--- config.mk ---
export PLATFORM = sky130hd
export DESIGN_NAME = multi_button_counter_debouncer_top
export DESIGN_NICKNAME = d
export VERILOG_FILES = /design/src/design/dbc_pkg.sv /design/src/design/dbc_state_mem.sv /design/src/design/dbc_rsp_queue.sv /design/src/design/multi_button_counter_debouncer_top.sv
export SDC_FILE = /design/constraint.sdc
export NUM_CORES = 1
export LEC_CHECK = 0
export BUFFER_PORTS_ARGS = -buffer_cell sky130_fd_sc_hd__buf_4
export CAP_MARGIN = 20
export CORE_AREA = 2 2 152 154
export CTS_CLUSTER_DIAMETER = 60
export DETAILED_ROUTE_END_ITERATION = 7
export DIE_AREA = 0 0 154 156
export PLACE_DENSITY = 0.69
export SKIP_LAST_GASP = 1
export SLEW_MARGIN = 25
export SYNTH_ARGS = -nofsm -noshare
export SYNTH_HDL_FRONTEND = slang
export SYNTH_SLANG_ARGS = --single-unit
--- constraint.sdc ---
create_clock -name clock -period 4.1 [get_ports clock]
set_input_delay 0.41 -clock clock [delete_from_list [all_inputs] [get_ports clock]]
set_output_delay 0.41 -clock clock [all_outputs]
set_load 0.01 [all_outputs]
--- src/design/dbc_pkg.sv ---
// Shared types, constants and the per-button update function of the debouncer.
// No dependencies; every other design file imports this package.
package dbc_pkg;

   localparam int NUM_BUTTONS = 8;
   localparam int LANES = 8;
   localparam int MEM_DEPTH = (NUM_BUTTONS < LANES) ? NUM_BUTTONS : LANES;
   localparam int ADDR_W = (MEM_DEPTH > 1) ? $clog2(MEM_DEPTH) : 1;
   localparam int LANE_W = $clog2(LANES);
   localparam int ACT_W = $clog2(LANES + 1);
   localparam int ENABLED_W = 4;
   localparam int MASK_W = 8;
   localparam int RUN_W = 8;
   localparam int CSR_IDX_W = 2;
   localparam int CSR_DATA_W = 8;
   localparam int RSP_DEPTH = 4;
   localparam int RSP_PTR_W = $clog2(RSP_DEPTH);
   localparam int RSP_CNT_W = $clog2(RSP_DEPTH + 1);
   localparam logic [RUN_W-1:0] THRESHOLD_AT_RESET = RUN_W'(4);

   typedef enum logic [CSR_IDX_W-1:0] {
      CSR_ENABLED_BUTTONS  = 2'd0,
      CSR_ACTIVE_LOW_MASK  = 2'd1,
      CSR_STABLE_THRESHOLD = 2'd2
   } csr_index_type;

   typedef struct packed {
      logic             target;
      logic [RUN_W-1:0] run;
      logic             confirmed;
   } entry_type;

   localparam entry_type ENTRY_RESET = '{target: 1'b0, run: THRESHOLD_AT_RESET,
                                         confirmed: 1'b0};

   typedef struct packed {
      logic              en;
      logic [ADDR_W-1:0] addr;
      entry_type         data;
   } mem_wr_type;

   typedef struct packed {
      entry_type entry;
      logic      press;
      logic      release_ev;
   } upd_type;

   typedef struct packed {
      logic [MASK_W-1:0] press;
      logic [MASK_W-1:0] release_ev;
      logic [MASK_W-1:0] confirmed;
   } rsp_type;

   function automatic upd_type dbc_step(entry_type e, logic logical, logic [RUN_W-1:0] thr);
      upd_type          u;
      logic [RUN_W-1:0] run_inc;
      u = '{entry: e, press: 1'b0, release_ev: 1'b0};
      run_inc = e.run + RUN_W'(1);
      if (logical == e.target) begin
         if (e.run < thr) begin
            u.entry.run = run_inc;
            if (run_inc >= thr && logical != e.confirmed) begin
               u.entry.confirmed = logical;
               u.press = logical;
               u.release_ev = ~logical;
            end
         end
      end else begin
         u.entry.target = logical;
         u.entry.run = '0;
      end
      return u;
   endfunction

endpackage

--- src/design/dbc_state_mem.sv ---
// Per-button state memory: registered synchronous read, one write port.
// Reset-valued entries via valid bits, write-to-read forwarding. Uses dbc_pkg.
module dbc_state_mem (
   input  logic                      clock,
   input  logic                      reset,
   input  logic [dbc_pkg::ADDR_W-1:0] rd_addr,
   input  dbc_pkg::mem_wr_type       wr,
   output dbc_pkg::entry_type        rd_data
);
   import dbc_pkg::*;

   entry_type              mem_ff [MEM_DEPTH];
   logic [MEM_DEPTH-1:0]   valid_ff;
   entry_type              rd_q_ff;
   entry_type              fwd_data_ff;
   logic                   rd_valid_ff;
   logic                   fwd_ff;

   always_ff @(posedge clock) begin
      if (wr.en) begin
         mem_ff[wr.addr] <= wr.data;
      end
      rd_q_ff <= mem_ff[rd_addr];
      fwd_data_ff <= wr.data;
   end

   always_ff @(posedge clock) begin
      if (reset) begin
         valid_ff <= '0;
         rd_valid_ff <= 1'b0;
         fwd_ff <= 1'b0;
      end else begin
         if (wr.en) begin
            valid_ff[wr.addr] <= 1'b1;
         end
         rd_valid_ff <= valid_ff[rd_addr];
         fwd_ff <= wr.en && (wr.addr == rd_addr);
      end
   end

   assign rd_data = fwd_ff ? fwd_data_ff : (rd_valid_ff ? rd_q_ff : ENTRY_RESET);

endmodule

--- src/design/dbc_rsp_queue.sv ---
// Small result queue that decouples the update pipeline from the result channel.
// Uses dbc_pkg for the result type and depth.
module dbc_rsp_queue (
   input  logic             clock,
   input  logic             reset,
   input  logic             push,
   input  dbc_pkg::rsp_type push_data,
   output logic             pop_valid,
   input  logic             pop_ready,
   output dbc_pkg::rsp_type pop_data
);
   import dbc_pkg::*;

   rsp_type                slot_ff [RSP_DEPTH];
   logic [RSP_PTR_W-1:0]   wptr_ff;
   logic [RSP_PTR_W-1:0]   rptr_ff;
   logic [RSP_CNT_W-1:0]   count_ff;
   logic                   pop;

   assign pop_valid = (count_ff != '0);
   assign pop = pop_valid && pop_ready;
   assign pop_data = slot_ff[rptr_ff];

   always_ff @(posedge clock) begin
      if (push) begin
         slot_ff[wptr_ff] <= push_data;
      end
   end

   always_ff @(posedge clock) begin
      if (reset) begin
         wptr_ff <= '0;
         rptr_ff <= '0;
         count_ff <= '0;
      end else begin
         if (push) begin
            wptr_ff <= wptr_ff + RSP_PTR_W'(1);
         end
         if (pop) begin
            rptr_ff <= rptr_ff + RSP_PTR_W'(1);
         end
         count_ff <= count_ff + RSP_CNT_W'(push) - RSP_CNT_W'(pop);
      end
   end

   a_no_overflow: assert property (@(posedge clock) disable iff (reset)
      push |-> (count_ff != RSP_CNT_W'(RSP_DEPTH)) || pop)
      else $error("result queue written while full");

   a_count_bounded: assert property (@(posedge clock) disable iff (reset)
      count_ff <= RSP_CNT_W'(RSP_DEPTH))
      else $error("result queue count out of range");

   a_pop_moves_ptr: assert property (@(posedge clock) disable iff (reset)
      pop |=> rptr_ff == $past(rptr_ff) + RSP_PTR_W'(1))
      else $error("read pointer did not advance on pop");

endmodule

--- src/design/multi_button_counter_debouncer_top.sv ---
// Each accepted input item makes one read-modify-write of the per-button state memory per
// enabled button (at most 8); a new item can be accepted during the last one of the previous
// item, unless four items are already in flight or waiting in the result queue; up to four
// results are buffered.
// Reset clears the block at once: all buttons released with a full run count, registers
// at their reset values; no clearing pass is needed. Uses dbc_pkg, dbc_state_mem, dbc_rsp_queue.
module multi_button_counter_debouncer_top (
   input  logic                           clock,
   input  logic                           reset,
   input  logic                           req_valid,
   output logic                           req_ready,
   input  logic [7:0]                     req_raw_levels,
   output logic                           rsp_valid,
   input  logic                           rsp_ready,
   output logic [7:0]                     rsp_press_events,
   output logic [7:0]                     rsp_release_events,
   output logic [7:0]                     rsp_confirmed_pressed,
   input  logic                           csr_wr_en,
   input  logic [dbc_pkg::CSR_IDX_W-1:0]  csr_index,
   input  logic [dbc_pkg::CSR_DATA_W-1:0] csr_wdata
);
   import dbc_pkg::*;

   logic [ENABLED_W-1:0] enabled_ff;
   logic [MASK_W-1:0]    active_low_ff;
   logic [RUN_W-1:0]     threshold_ff;

   logic                 busy_ff;
   logic                 busy_in;
   logic [ADDR_W-1:0]    idx_ff;
   logic [ADDR_W-1:0]    idx_in;
   logic                 first_ff;
   logic                 first_in;
   logic [MASK_W-1:0]    raw_ff;
   logic [MASK_W-1:0]    raw_in;

   logic                 s1_valid_ff;
   logic                 s1_en_ff;
   logic                 s1_first_ff;
   logic                 s1_last_ff;
   logic                 s1_logical_ff;
   logic [ADDR_W-1:0]    s1_addr_ff;

   rsp_type              acc_ff;
   rsp_type              acc_in;
   logic [RSP_CNT_W-1:0] occ_ff;

   logic [ACT_W-1:0]     n_active;
   logic [RUN_W-1:0]     thr;
   logic                 last_slot;
   logic                 req_fire;
   logic                 rsp_fire;
   logic [LANE_W-1:0]    issue_lane;
   logic [LANE_W-1:0]    s1_lane;
   entry_type            rd_entry;
   upd_type              upd;
   mem_wr_type           mem_wr;
   rsp_type              rsp_data;
   logic                 push;

   always_ff @(posedge clock) begin
      if (reset) begin
         enabled_ff <= '0;
         active_low_ff <= '0;
         threshold_ff <= THRESHOLD_AT_RESET;
      end else if (csr_wr_en) begin
         unique case (csr_index_type'(csr_index))
            CSR_ENABLED_BUTTONS:  enabled_ff <= csr_wdata[ENABLED_W-1:0];
            CSR_ACTIVE_LOW_MASK:  active_low_ff <= csr_wdata[MASK_W-1:0];
            CSR_STABLE_THRESHOLD: threshold_ff <= csr_wdata[RUN_W-1:0];
            default: begin
            end
         endcase
      end
   end

   always_comb begin
      if (ACT_W'(enabled_ff) > ACT_W'(MEM_DEPTH)) begin
         n_active = ACT_W'(MEM_DEPTH);
      end else begin
         n_active = ACT_W'(enabled_ff);
      end
      thr = (threshold_ff == '0) ? RUN_W'(1) : threshold_ff;
   end

   assign last_slot = (n_active == '0) || ((ACT_W'(idx_ff) + ACT_W'(1)) == n_active);
   assign req_ready = (occ_ff < RSP_CNT_W'(RSP_DEPTH)) && (!busy_ff || last_slot);
   assign req_fire = req_valid && req_ready;
   assign issue_lane = LANE_W'(idx_ff);

   always_comb begin
      busy_in = busy_ff;
      idx_in = idx_ff;
      first_in = 1'b0;
      raw_in = raw_ff;
      if (busy_ff && !last_slot) begin
         idx_in = idx_ff + ADDR_W'(1);
      end else begin
         busy_in = req_fire;
         idx_in = '0;
         if (req_fire) begin
            first_in = 1'b1;
            raw_in = req_raw_levels;
         end
      end
   end

   always_ff @(posedge clock) begin
      if (reset) begin
         busy_ff <= 1'b0;
         idx_ff <= '0;
         first_ff <= 1'b0;
         s1_valid_ff <= 1'b0;
         s1_en_ff <= 1'b0;
         occ_ff <= '0;
      end else begin
         busy_ff <= busy_in;
         idx_ff <= idx_in;
         first_ff <= first_in;
         s1_valid_ff <= busy_ff;
         s1_en_ff <= busy_ff && (n_active != '0);
         occ_ff <= occ_ff + RSP_CNT_W'(req_fire) - RSP_CNT_W'(rsp_fire);
      end
   end

   always_ff @(posedge clock) begin
      raw_ff <= raw_in;
      s1_first_ff <= first_ff;
      s1_last_ff <= last_slot;
      s1_addr_ff <= idx_ff;
      s1_logical_ff <= raw_ff[issue_lane] ^ active_low_ff[issue_lane];
      acc_ff <= acc_in;
   end

   dbc_state_mem u_state_mem (
      .clock   (clock),
      .reset   (reset),
      .rd_addr (idx_ff),
      .wr      (mem_wr),
      .rd_data (rd_entry)
   );

   assign s1_lane = LANE_W'(s1_addr_ff);

   always_comb begin
      upd = dbc_step(rd_entry, s1_logical_ff, thr);
      mem_wr.en = s1_valid_ff && s1_en_ff;
      mem_wr.addr = s1_addr_ff;
      mem_wr.data = upd.entry;
      acc_in = s1_first_ff ? '0 : acc_ff;
      if (s1_valid_ff && s1_en_ff) begin
         acc_in.press[s1_lane] = upd.press;
         acc_in.release_ev[s1_lane] = upd.release_ev;
         acc_in.confirmed[s1_lane] = upd.entry.confirmed;
      end
      if (!s1_valid_ff) begin
         acc_in = acc_ff;
      end
   end

   assign push = s1_valid_ff && s1_last_ff;

   dbc_rsp_queue u_rsp_queue (
      .clock     (clock),
      .reset     (reset),
      .push      (push),
      .push_data (acc_in),
      .pop_valid (rsp_valid),
      .pop_ready (rsp_ready),
      .pop_data  (rsp_data)
   );

   assign rsp_fire = rsp_valid && rsp_ready;
   assign rsp_press_events = rsp_data.press;
   assign rsp_release_events = rsp_data.release_ev;
   assign rsp_confirmed_pressed = rsp_data.confirmed;

   a_occ_bounded: assert property (@(posedge clock) disable iff (reset)
      occ_ff <= RSP_CNT_W'(RSP_DEPTH))
      else $error("more items in flight than result slots");

   a_rsp_has_item: assert property (@(posedge clock) disable iff (reset)
      rsp_valid |-> occ_ff != '0)
      else $error("result offered with no item outstanding");

   a_write_in_range: assert property (@(posedge clock) disable iff (reset)
      mem_wr.en |-> ACT_W'(mem_wr.addr) < n_active)
      else $error("state written for a disabled button");

   a_issue_feeds_stage: assert property (@(posedge clock) disable iff (reset)
      busy_ff |=> s1_valid_ff)
      else $error("issued slot did not reach the update stage");

endmodule

==> results of run 1 <==
==> worst max-delay path, stage by stage (launching register included) <==
cell,delay [ns]
dfxtp_1,0.38
nor2b_2,0.21
a22o_1,0.18
ha_1,0.16
inv_1,0.07
a2111oi_4,0.37
nand3_1,0.17
xnor2_1,0.15
ha_1,0.29
nand2_1,0.07
nor4_2,0.26
o31ai_1,0.13
a211o_2,0.42
or3_4,0.43
o31ai_2,0.32
==> power breakdown <==
| group | switching [mW] | total (mW) | internal (mW) |
|---|---|---|---|
| Sequential | 0.0526 | 3.18 | 3.12 |
| Clock | 1.06 | 2.54 | 1.49 |
| Combinational | 0.388 | 0.806 | 0.418 |
==> per-layer routing <==
layer | global-route usage | vias up | share of wire
met3 | 0.0225 | 34 | 0.052
met1 | 0.253 | 3046 | 0.44
li1 | - | 2766 | -
met2 | 0.304 | 179 | 0.49
met4 | 0.0507 | 0 | 0.020
met5 | 0 | - | 0
==> per-stage QoR <==
stage | hold WS, ns | util | setup WS (ns)
after floorplan | 0.310 | - | 0.313
after global placement | 0.315 | 0.531 | 0.186
after detailed placement | 0.317 | 0.531 | -0.101
after CTS | 0.0195 | 0.573 | -0.0829
after global routing | 0.0177 | 0.575 | 0.00870
final | 0.0364 | 0.575 | 0.287
==> logic make-up after synthesis <==
kind of cell,after synthesis
AOI/OAI and AO/OA,63
xor gates and xnor gates,25
adders and majority gates,30
buffers and inverters,52
DFF,283
muxes,83
and+or+nand+nor,149
==> flip-flops by register name, summed over array words and instances (netlist names), 4 cells and up, named ones only <==
signal and cells:
u_state_mem.mem_ff 80, u_state_mem.valid_ff 8, u_state_mem.fwd_data_ff 10, u_rsp_queue.slot_ff 96
raw_ff 8, enabled_ff 4, threshold_ff 8, active_low_ff 8
u_state_mem.rd_q_ff 10, acc_ff 24
==> repair_timing <==
item,in CTS,in global routing
setup endpoints to repair,57,104
pin swaps,0,2
setup buffers,0,1
gates resized for setup,2,9
hold buffers,0,0
==> cells in the mapped netlist (2+ instances only) <==
cell / instances
edfxtp_1: 184
dfxtp_1: 99
nor2_1: 66
mux4_2: 50
ha_1: 28
inv_1: 25
nand2_1: 25
a22o_1: 22
mux2i_1: 21
clkbuf_1: 18
xnor2_1: 18
o21ai_0: 13
mux2_2: 12
a21oi_1: 9
nor3_1: 9
buf_2: 7
nor2b_1: 7
o31ai_1: 7
xor2_1: 7
and3_1: 6
nand3_1: 5
and2_1: 4
nand3b_1: 4
nor3b_1: 4
nand2b_1: 3
a21o_1: 2
fa_1: 2
nand4_1: 2
nor4_1: 2
or3_1: 2
or3b_2: 2
==> worst max-delay path by stage <==
| stage | startpoint | end | slack [ns] | cells past startpoint |
|---|---|---|---|---|
| after floorplan | u_state_mem.rd_valid_ff | u_rsp_queue.slot_ff[0][10] | 0.31 | 15 |
| after global placement | u_state_mem.fwd_ff | u_rsp_queue.slot_ff[0][2] | 0.19 | 14 |
| after detailed placement | u_state_mem.fwd_ff | u_rsp_queue.slot_ff[0][15] | -0.10 | 14 |
| after CTS | u_state_mem.fwd_ff | u_rsp_queue.slot_ff[0][8] | -0.08 | 14 |
| after global routing | u_state_mem.rd_valid_ff | u_rsp_queue.slot_ff[2][10] | 0.009 | 15 |
| final | u_state_mem.rd_valid_ff | u_rsp_queue.slot_ff[3][8] | 0.29 | 14 |
==> area by class of cell <==
type | instances | area, um2
fillers | 1689 | 9500
flip-flops and latches | 283 | 7510
multi-input cells | 350 | 3330
clock buffers | 33 | 739
repair buffers | 85 | 638
well taps | 285 | 357
clock inverters | 19 | 199
inverters | 25 | 93.8
==> qor.csv, run 1 <==
metric,value,unit
status,"finished, final reports clean",
start_util,0.491,
synth_ff_type,edfxtp_1,
path_max_fanout,8,
core,22400,um2
r2r-end,u_rsp_queue.slot_ff[3][8],
layout-drive-gt1-share,0.265,
placed_area,11900,um2
fin_area,12900,um2
synth_edf_count,184,
netlist_instances,685,
syn_nets,738,
hold_start,req_raw_levels[5],
cts_made_buffers,28,
rsz0062_at_grt,false,
clkTransAtPathRegs,0.06,ns
netlist_area,11000,um2
synth_cell_types,51,
fin_nets,826,
ir_drop,0.573,mV
holdPathStages,1,
synth-simple-area-share,0.0656,
tightestPinTransition,0.781,ns
htreeDepth,1,
wl,21500,um
dp_hpwl,13700,um
clock_latency,0.55,ns
antenna_found_initial,0,
die-area,24000,um2
r2r_start,u_state_mem.rd_valid_ff,
cts_tree,done,
max_freq,0.262,GHz
synth.area.top_cells,"edfxtp_1 (50%), dfxtp_1 (18%), mux4_2 (10%)",
cts-root-buf,clkbuf_16,
wl_per_cell,19.9,um
ant_nets,0,
dr.first_iter.drc_count,560,
grtUsageTotal,0.182,
vias,6025,
fin_setup_tns,0,ns
r2r_slack,0.29,ns
synth_top_family_by_area,multiplexers,
areaGrowthSynthToFinish,17.1,%
die_w,154,um
final_cells,1080,
crit_path_start_kind,register,
drc_errors,0,
worstSetupPathType,register to register,
power_density,507,nW/um2
pin_count,49,
reg2reg_depth,14,
final_cell_mix,"edfxtp_1 (184), dfxtp_1 (97), buf_4 (85)",
viasPerCell,5.58,
synthAdderAreaFrac,0.0355,
grt_max_degree,44,
die_y,156,um
clock_tree.buffer_depth,3,
final_hold_viol_count,0,
synthDominantCellAreaShare,0.503,
min_period,3.81,ns
dr.pass1.iters,5,
period_share,0.930,
ys_seq_elements,283,
fp-row-count,55,
portBuffers,48,
p_leak,4.58,nW
relSlewSlack,0.478,
fin_worst_skew,0.0244,ns
grt-ovfl-total,0,
power,6.52,mW
cp.required,4.43,ns
synth_mux_area_frac,0.134,
dp.cells,1027,
synth_top_area_cell,edfxtp_1,
grt_pass1_wl,33800,um
final_common_cell,edfxtp_1,
async_flop_share,0,
end_kind,register,
cap_violations,0,
whs_endpoint,raw_ff[5],
worstPathArrival,4.15,ns
grt_pass1_vias,6064,
hp-class,input pin to register,
synth_warnings,0,
antenna_cells,0,
maxSlewViolCount,0,
setup_viol,0,
synth_compound_area_frac,0.0425,
synth.avg_cell_area,16.0,um2
clock-sinks,283,
ys_seq_area_frac,0.683,
gp_congestion,0.846,
synth_xor_area_frac,0.0199,
No activity file was read; power rests on OpenSTA's default activity.
==> run 2: changes to the inputs <==
--- a/config.mk
+++ b/config.mk
@@ -11,7 +11,7 @@
 export CTS_CLUSTER_DIAMETER = 60
 export DETAILED_ROUTE_END_ITERATION = 7
 export DIE_AREA = 0 0 154 156
-export PLACE_DENSITY = 0.69
+export PLACE_DENSITY_LB_ADDON = 0.08
 export SKIP_LAST_GASP = 1
 export SLEW_MARGIN = 25
 export SYNTH_ARGS = -nofsm -noshare
==> qor.csv, run 2 (synthesis results as in run 1) <==
metric,value,unit
end_kind,register,
slowest_delay,0.43,ns
cts_made_buffers,28,
worstPathArrival,4.23,ns
grt_pass1_wl,34800,um
gp_congestion,0.833,
cp.depth,16,
htreeDepth,1,
holdPathStages,1,
final_hold_viol_count,0,
setup_ws,0.265,ns
hp-class,input pin to register,
core,22400,um2
die-area,24000,um2
top_regs,"u_rsp_queue.slot_ff: 96 flops, u_state_mem.mem_ff: 80 flops, acc_ff: 24 flops",
clock_latency,0.53,ns
power,6.51,mW
viasPerCell,5.41,
utilization,0.575,
fin_nets,831,
worstSetupPathType,register to register,
min_period,3.83,ns
postCtsSetupRepairBufs,0,
fin_worst_skew,0.00771,ns
path_max_fanout,5,
cts-root-buf,clkbuf_16,
rsz0062_at_grt,false,
pre_cts_ws,-0.0617,ns
status,"finished, final reports clean",
antenna_cells,0,
antenna_found_initial,0,
wl_per_cell,20.4,um
portBuffers,48,
die_y,156,um
power_density,506,nW/um2
largest_register_ffs,96,
wl,22100,um
ir_drop,0.240,mV
grt_pass1_vias,6260,
crit_path_start_kind,register,
dr.first_iter.drc_count,262,
layout-drive-gt1-share,0.261,
clock-sinks,283,
crit_chain,nor2b_4 > a22o_1 > ha_1 > inv_1 > a2111oi_4 > nand3_1 > xnor2_1 > ha_1 > nand2_1 > nor4_2 > o31ai_1 > a211o_1 > or3_4 > buf_4 > o31ai_1 > buf_4,
grt_max_degree,44,
dr.pass1.iters,4,
die_w,154,um
grtUsageTotal,0.189,
cp_top_family,compound AO/OA/AOI/OAI gates,
drc_errors,0,
start_util,0.491,
pin_count,49,
cts_tree,done,
period_share,0.935,
crit_slowest_cell,or3_4,
tightestPinTransition,0.761,ns
final_cell_mix,"edfxtp_1 (184), dfxtp_1 (97), buf_4 (90)",
areaGrowthSynthToFinish,17.1,%
grt-ovfl-total,0,
p_leak,4.60,nW
setup_viol,0,
maxSlewViolCount,0,
cap_violations,0,
clock_tree.buffer_depth,3,
ant_nets,0,
clkTransAtPathRegs,0.06,ns
cp.required,4.50,ns
crit_buf_inv,3,
max_freq,0.261,GHz
final_common_cell,edfxtp_1,
dp_hpwl,14500,um
vias,5873,
reg2reg_depth,16,
fp-row-count,55,
regMostFlops,u_rsp_queue.slot_ff,
relSlewSlack,0.487,
==> run 2: cell types whose count changed in the layout (fill, tap and decap cells not counted), moves of 2 or more <==
cell,delta
buf_4,+5
clkbuf_1,+2
clkinv_1,+2
clkinv_2,-3
o31ai_1,+2
==> run 2: per-stage QoR <==
step	instances	TNS, ns	instance area [um2]	hold slack, ns
2_1_floorplan	685	0	11000	0.310
3_3_place_gp	1033	0	11900	0.328
3_5_place_dp	1033	-1.70	11900	0.345
4_1_cts	1085	0	12800	0.0347
5_1_grt	1085	0	12900	0.0274
6_report	1085	0	12900	0.0561
==> run 2: cell type report <==
cell class                      count  area (um2)
Clock inverter                     15         145
Clock buffer                       37         786
Fill cell                        1765        9500
Inverter                           25        93.8
Sequential cell                   283        7510
Timing Repair Buffer               90         676
Tap cell                          285         357
Multi-Input combinational cell    350        3300
==> run 2: worst register-to-register path, stage by stage (launching register included) <==
cell and delay [ns]:
dfxtp_1 0.38, nor2b_4 0.19, a22o_1 0.18, ha_1 0.16, inv_1 0.08, a2111oi_4 0.35
nand3_1 0.17, xnor2_1 0.16, ha_1 0.28, nand2_1 0.07, nor4_2 0.26, o31ai_1 0.11
a211o_1 0.36, or3_4 0.43, buf_4 0.16, o31ai_1 0.21, buf_4 0.17
==> run 2: per-layer routing <==
layer / vias up / share of wire / track usage
li1: 2781 / - / -
met1: 2959 / 0.44 / 0.248
met2: 105 / 0.50 / 0.329
met3: 28 / 0.038 / 0.0317
met4: 0 / 0.016 / 0.0494
met5: - / 0 / 0
==> run 2: worst paths after layout <==
check	start	to	slack, ns
setup / recovery	u_state_mem.rd_valid_ff	u_rsp_queue.slot_ff[2][14]	0.27
hold / removal	req_raw_levels[1]	raw_ff[1]	0.06
setup reg to reg	u_state_mem.rd_valid_ff	u_rsp_queue.slot_ff[2][14]	0.27
hold reg to reg	first_ff	s1_first_ff	0.35
==> run 2: power by group <==
part | total (mW) | internal, mW | switching [mW]
clock | 2.54 | 1.53 | 1.02
sequential | 3.18 | 3.12 | 0.0519
combinational | 0.795 | 0.415 | 0.380
==> run 2: repair_timing <==
item                       CTS  global route
hold buffers                 0             0
pin swaps                    0             1
resized for setup            1             5
setup endpoints to repair   39            80
==> run 3: changes to the inputs <==
--- a/config.mk
+++ b/config.mk
@@ -5,12 +5,14 @@
 export SDC_FILE = /design/constraint.sdc
 export NUM_CORES = 1
 export LEC_CHECK = 0
+export ABC_AREA = 1
 export BUFFER_PORTS_ARGS = -buffer_cell sky130_fd_sc_hd__buf_4
 export CAP_MARGIN = 20
-export CORE_AREA = 2 2 152 154
+export CORE_AREA = 2 2 157 159
+export CTS_BUF_LIST = sky130_fd_sc_hd__clkbuf_4 sky130_fd_sc_hd__clkbuf_8 sky130_fd_sc_hd__clkbuf_16
 export CTS_CLUSTER_DIAMETER = 60
 export DETAILED_ROUTE_END_ITERATION = 7
-export DIE_AREA = 0 0 154 156
+export DIE_AREA = 0 0 159 161
 export PLACE_DENSITY_LB_ADDON = 0.08
 export SKIP_LAST_GASP = 1
 export SLEW_MARGIN = 25
==> constraint.sdc (replaced) <==
create_clock -name clock -period 4.9 [get_ports clock]
set_input_delay 0.49 -clock clock [delete_from_list [all_inputs] [get_ports clock]]
set_output_delay 0.49 -clock clock [all_outputs]
set_load 0.01 [all_outputs]
==> qor.csv, run 3 <==
metric,value,unit
path_max_fanout,10,
end_kind,register,
crit_path_start_kind,register,
rsz0062_at_grt,false,
max_freq,0.283,GHz
min_period,3.53,ns
power_density,478,nW/um2
top_regs,"u_rsp_queue.slot_ff: 96 flops, u_state_mem.mem_ff: 80 flops, acc_ff: 24 flops",
fin_worst_skew,0.0202,ns
period_share,0.720,
final_common_cell,nor2_1,
die_w,159,um
fp-row-count,57,
cts_hold_buf,0,
netlist_instances,1124,
synth_warnings,0,
htreeDepth,1,
areaGrowthSynthToFinish,14.5,%
portBuffers,48,
wl_per_cell,17.7,um
hp-class,input pin to register,
final_cell_mix,"nor2_1 (194), edfxtp_1 (184), nand2_1 (138)",
clock_tree.buffer_depth,3,
cap_violations,0,
yosys.cell_count.top_type,nor2_1,
holdWs,0.129,ns
synth.area.top_cells,"edfxtp_1 (47%), dfxtp_1 (17%), nor2_1 (6.3%)",
worstPathArrival,3.85,ns
ys_top_cells_by_count,"nor2_1 (198), edfxtp_1 (184), nand2_1 (138)",
ys_seq_area_frac,0.638,
tightestPinTransition,0.983,ns
clock-sinks,283,
core,24000,um2
die_y,161,um
cts_made_buffers,29,
use_met3,0.0203,
layout-drive-gt1-share,0.131,
synth.avg_cell_area,10.5,um2
cts_tree,done,
ant_nets,0,
dp.cells,1457,
fin_setup_tns,0,ns
grt_use_met2,0.331,
synth_edf_count,184,
syn_nets,1177,
fin_nets,1217,
cts-root-buf,clkbuf_16,
grt_pass1_vias,7478,
async_flop_share,0,
met1_usage,0.316,
drc_errors,0,
ir_drop,0.312,mV
n_fill_cell,2124,
setup_viol,0,
clock_latency,0.55,ns
antenna_cells,0,
grtUsageTotal,0.209,
die-area,25600,um2
pin_count,49,
regMostFlops,u_rsp_queue.slot_ff,
grt-ovfl-total,0,
post_cts_resized,0,
gp_congestion,0.827,
relSlewSlack,0.344,
worstSetupPathType,register to register,
synth_ff_type,edfxtp_1,
antenna_found_initial,0,
ys_seq_elements,283,
p_leak,5.25,nW
final_cells,1511,
power,6.44,mW
largest_register_ffs,96,
dr.pass1.iters,5,
synthDominantCellAreaShare,0.469,
synth_top_area_cell,edfxtp_1,
viasPerCell,5.29,
dr.first_iter.drc_count,503,
final_hold_viol_count,0,
start_util,0.491,
busiest_layer,met2,
status,"finished, final reports clean",
maxSlewViolCount,0,
netlist_area,11800,um2
grt_max_degree,51,
clkTransAtPathRegs,0.06,ns
postCtsSetupRepairBufs,0,
synth_cell_types,49,
cp.required,5.22,ns
vias,7991,
wl,26800,um
grt_pass1_wl,41900,um
dp_hpwl,15900,um
run 3: kinds of logic (layout without fill, tap and decap cells):
family | Yosys count | after routing | synth area share
flip-flops | 283 | 283 | 0.638
AO/OA/AOI/OAI | 257 | 257 | 0.120
adder cells (fa/ha/maj) | 30 | 30 | 0.0332
AND/OR/NAND/NOR | 402 | 402 | 0.151
buffers and inverters | 141 | 204 | 0.0490
XOR/XNOR | 11 | 11 | 0.00883
run 3: path summary, 6_finish.rpt:
| path | from | to | slack, ns | cells past startpoint |
|---|---|---|---|---|
| worst max register to register | u_state_mem.fwd_ff | u_rsp_queue.slot_ff[1][21] | 1.37 | 20 |
| worst min register to register | first_ff | s1_first_ff | 0.33 | 0 |
| worst min-delay path | req_raw_levels[6] | raw_ff[6] | 0.13 | 1 |
| worst max-delay path | u_state_mem.fwd_ff | u_rsp_queue.slot_ff[1][21] | 1.37 | 20 |
run 3: power breakdown:
| group | switching (mW) | internal (mW) | leakage [nW] |
|---|---|---|---|
| Combinational | 0.706 | 0.366 | 2.24 |
| Sequential | 0.103 | 2.90 | 2.50 |
| Clock | 0.910 | 1.46 | 0.520 |
| Total | 1.72 | 4.72 | 5.25 |
run 3: worst max-delay path, stage by stage (launching register included):
cell and delay [ns]:
dfxtp_1 0.67, inv_8 0.06, nand2_8 0.10, inv_12 0.05, a22oi_4 0.19, inv_1 0.12
ha_1 0.21, or2_2 0.29, nand2_1 0.08, inv_1 0.05, ha_1 0.26, nand2_1 0.06
nor2_1 0.11, nor2_1 0.04, nand2_1 0.05, nand2_1 0.04, nand2_1 0.14, nand2_1 0.08
inv_1 0.22, nand4_1 0.14, a21oi_1 0.36
run 3: metrics by stage:
stage | setup WS, ns | util | instance area [um2]
global route | 1.09 | 0.562 | 13500
floorplan | 2.07 | - | 11800
global placement | 1.48 | 0.518 | 12400
finish | 1.37 | 0.562 | 13500
CTS | 1.37 | 0.562 | 13500
detailed placement | 1.39 | 0.518 | 12400
run 3: final cells by class:
class | count | area (um2) | area share
well taps | 324 | 405 | 0.0301
repair buffers | 56 | 420 | 0.0312
clock inverters | 17 | 228 | 0.0169
multi-input cells | 700 | 3710 | 0.276
flip-flops and latches | 283 | 7510 | 0.557
clock buffers | 37 | 822 | 0.0610
inverters | 94 | 375 | 0.0279
run 3: layer usage:
| layer | share of wire | wire, um |
|---|---|---|
| met1 | 0.48 | 13000 |
| met2 | 0.45 | 12000 |
| met3 | 0.049 | 1300 |
| met4 | 0.017 | 462 |
| met5 | 0 | 0 |
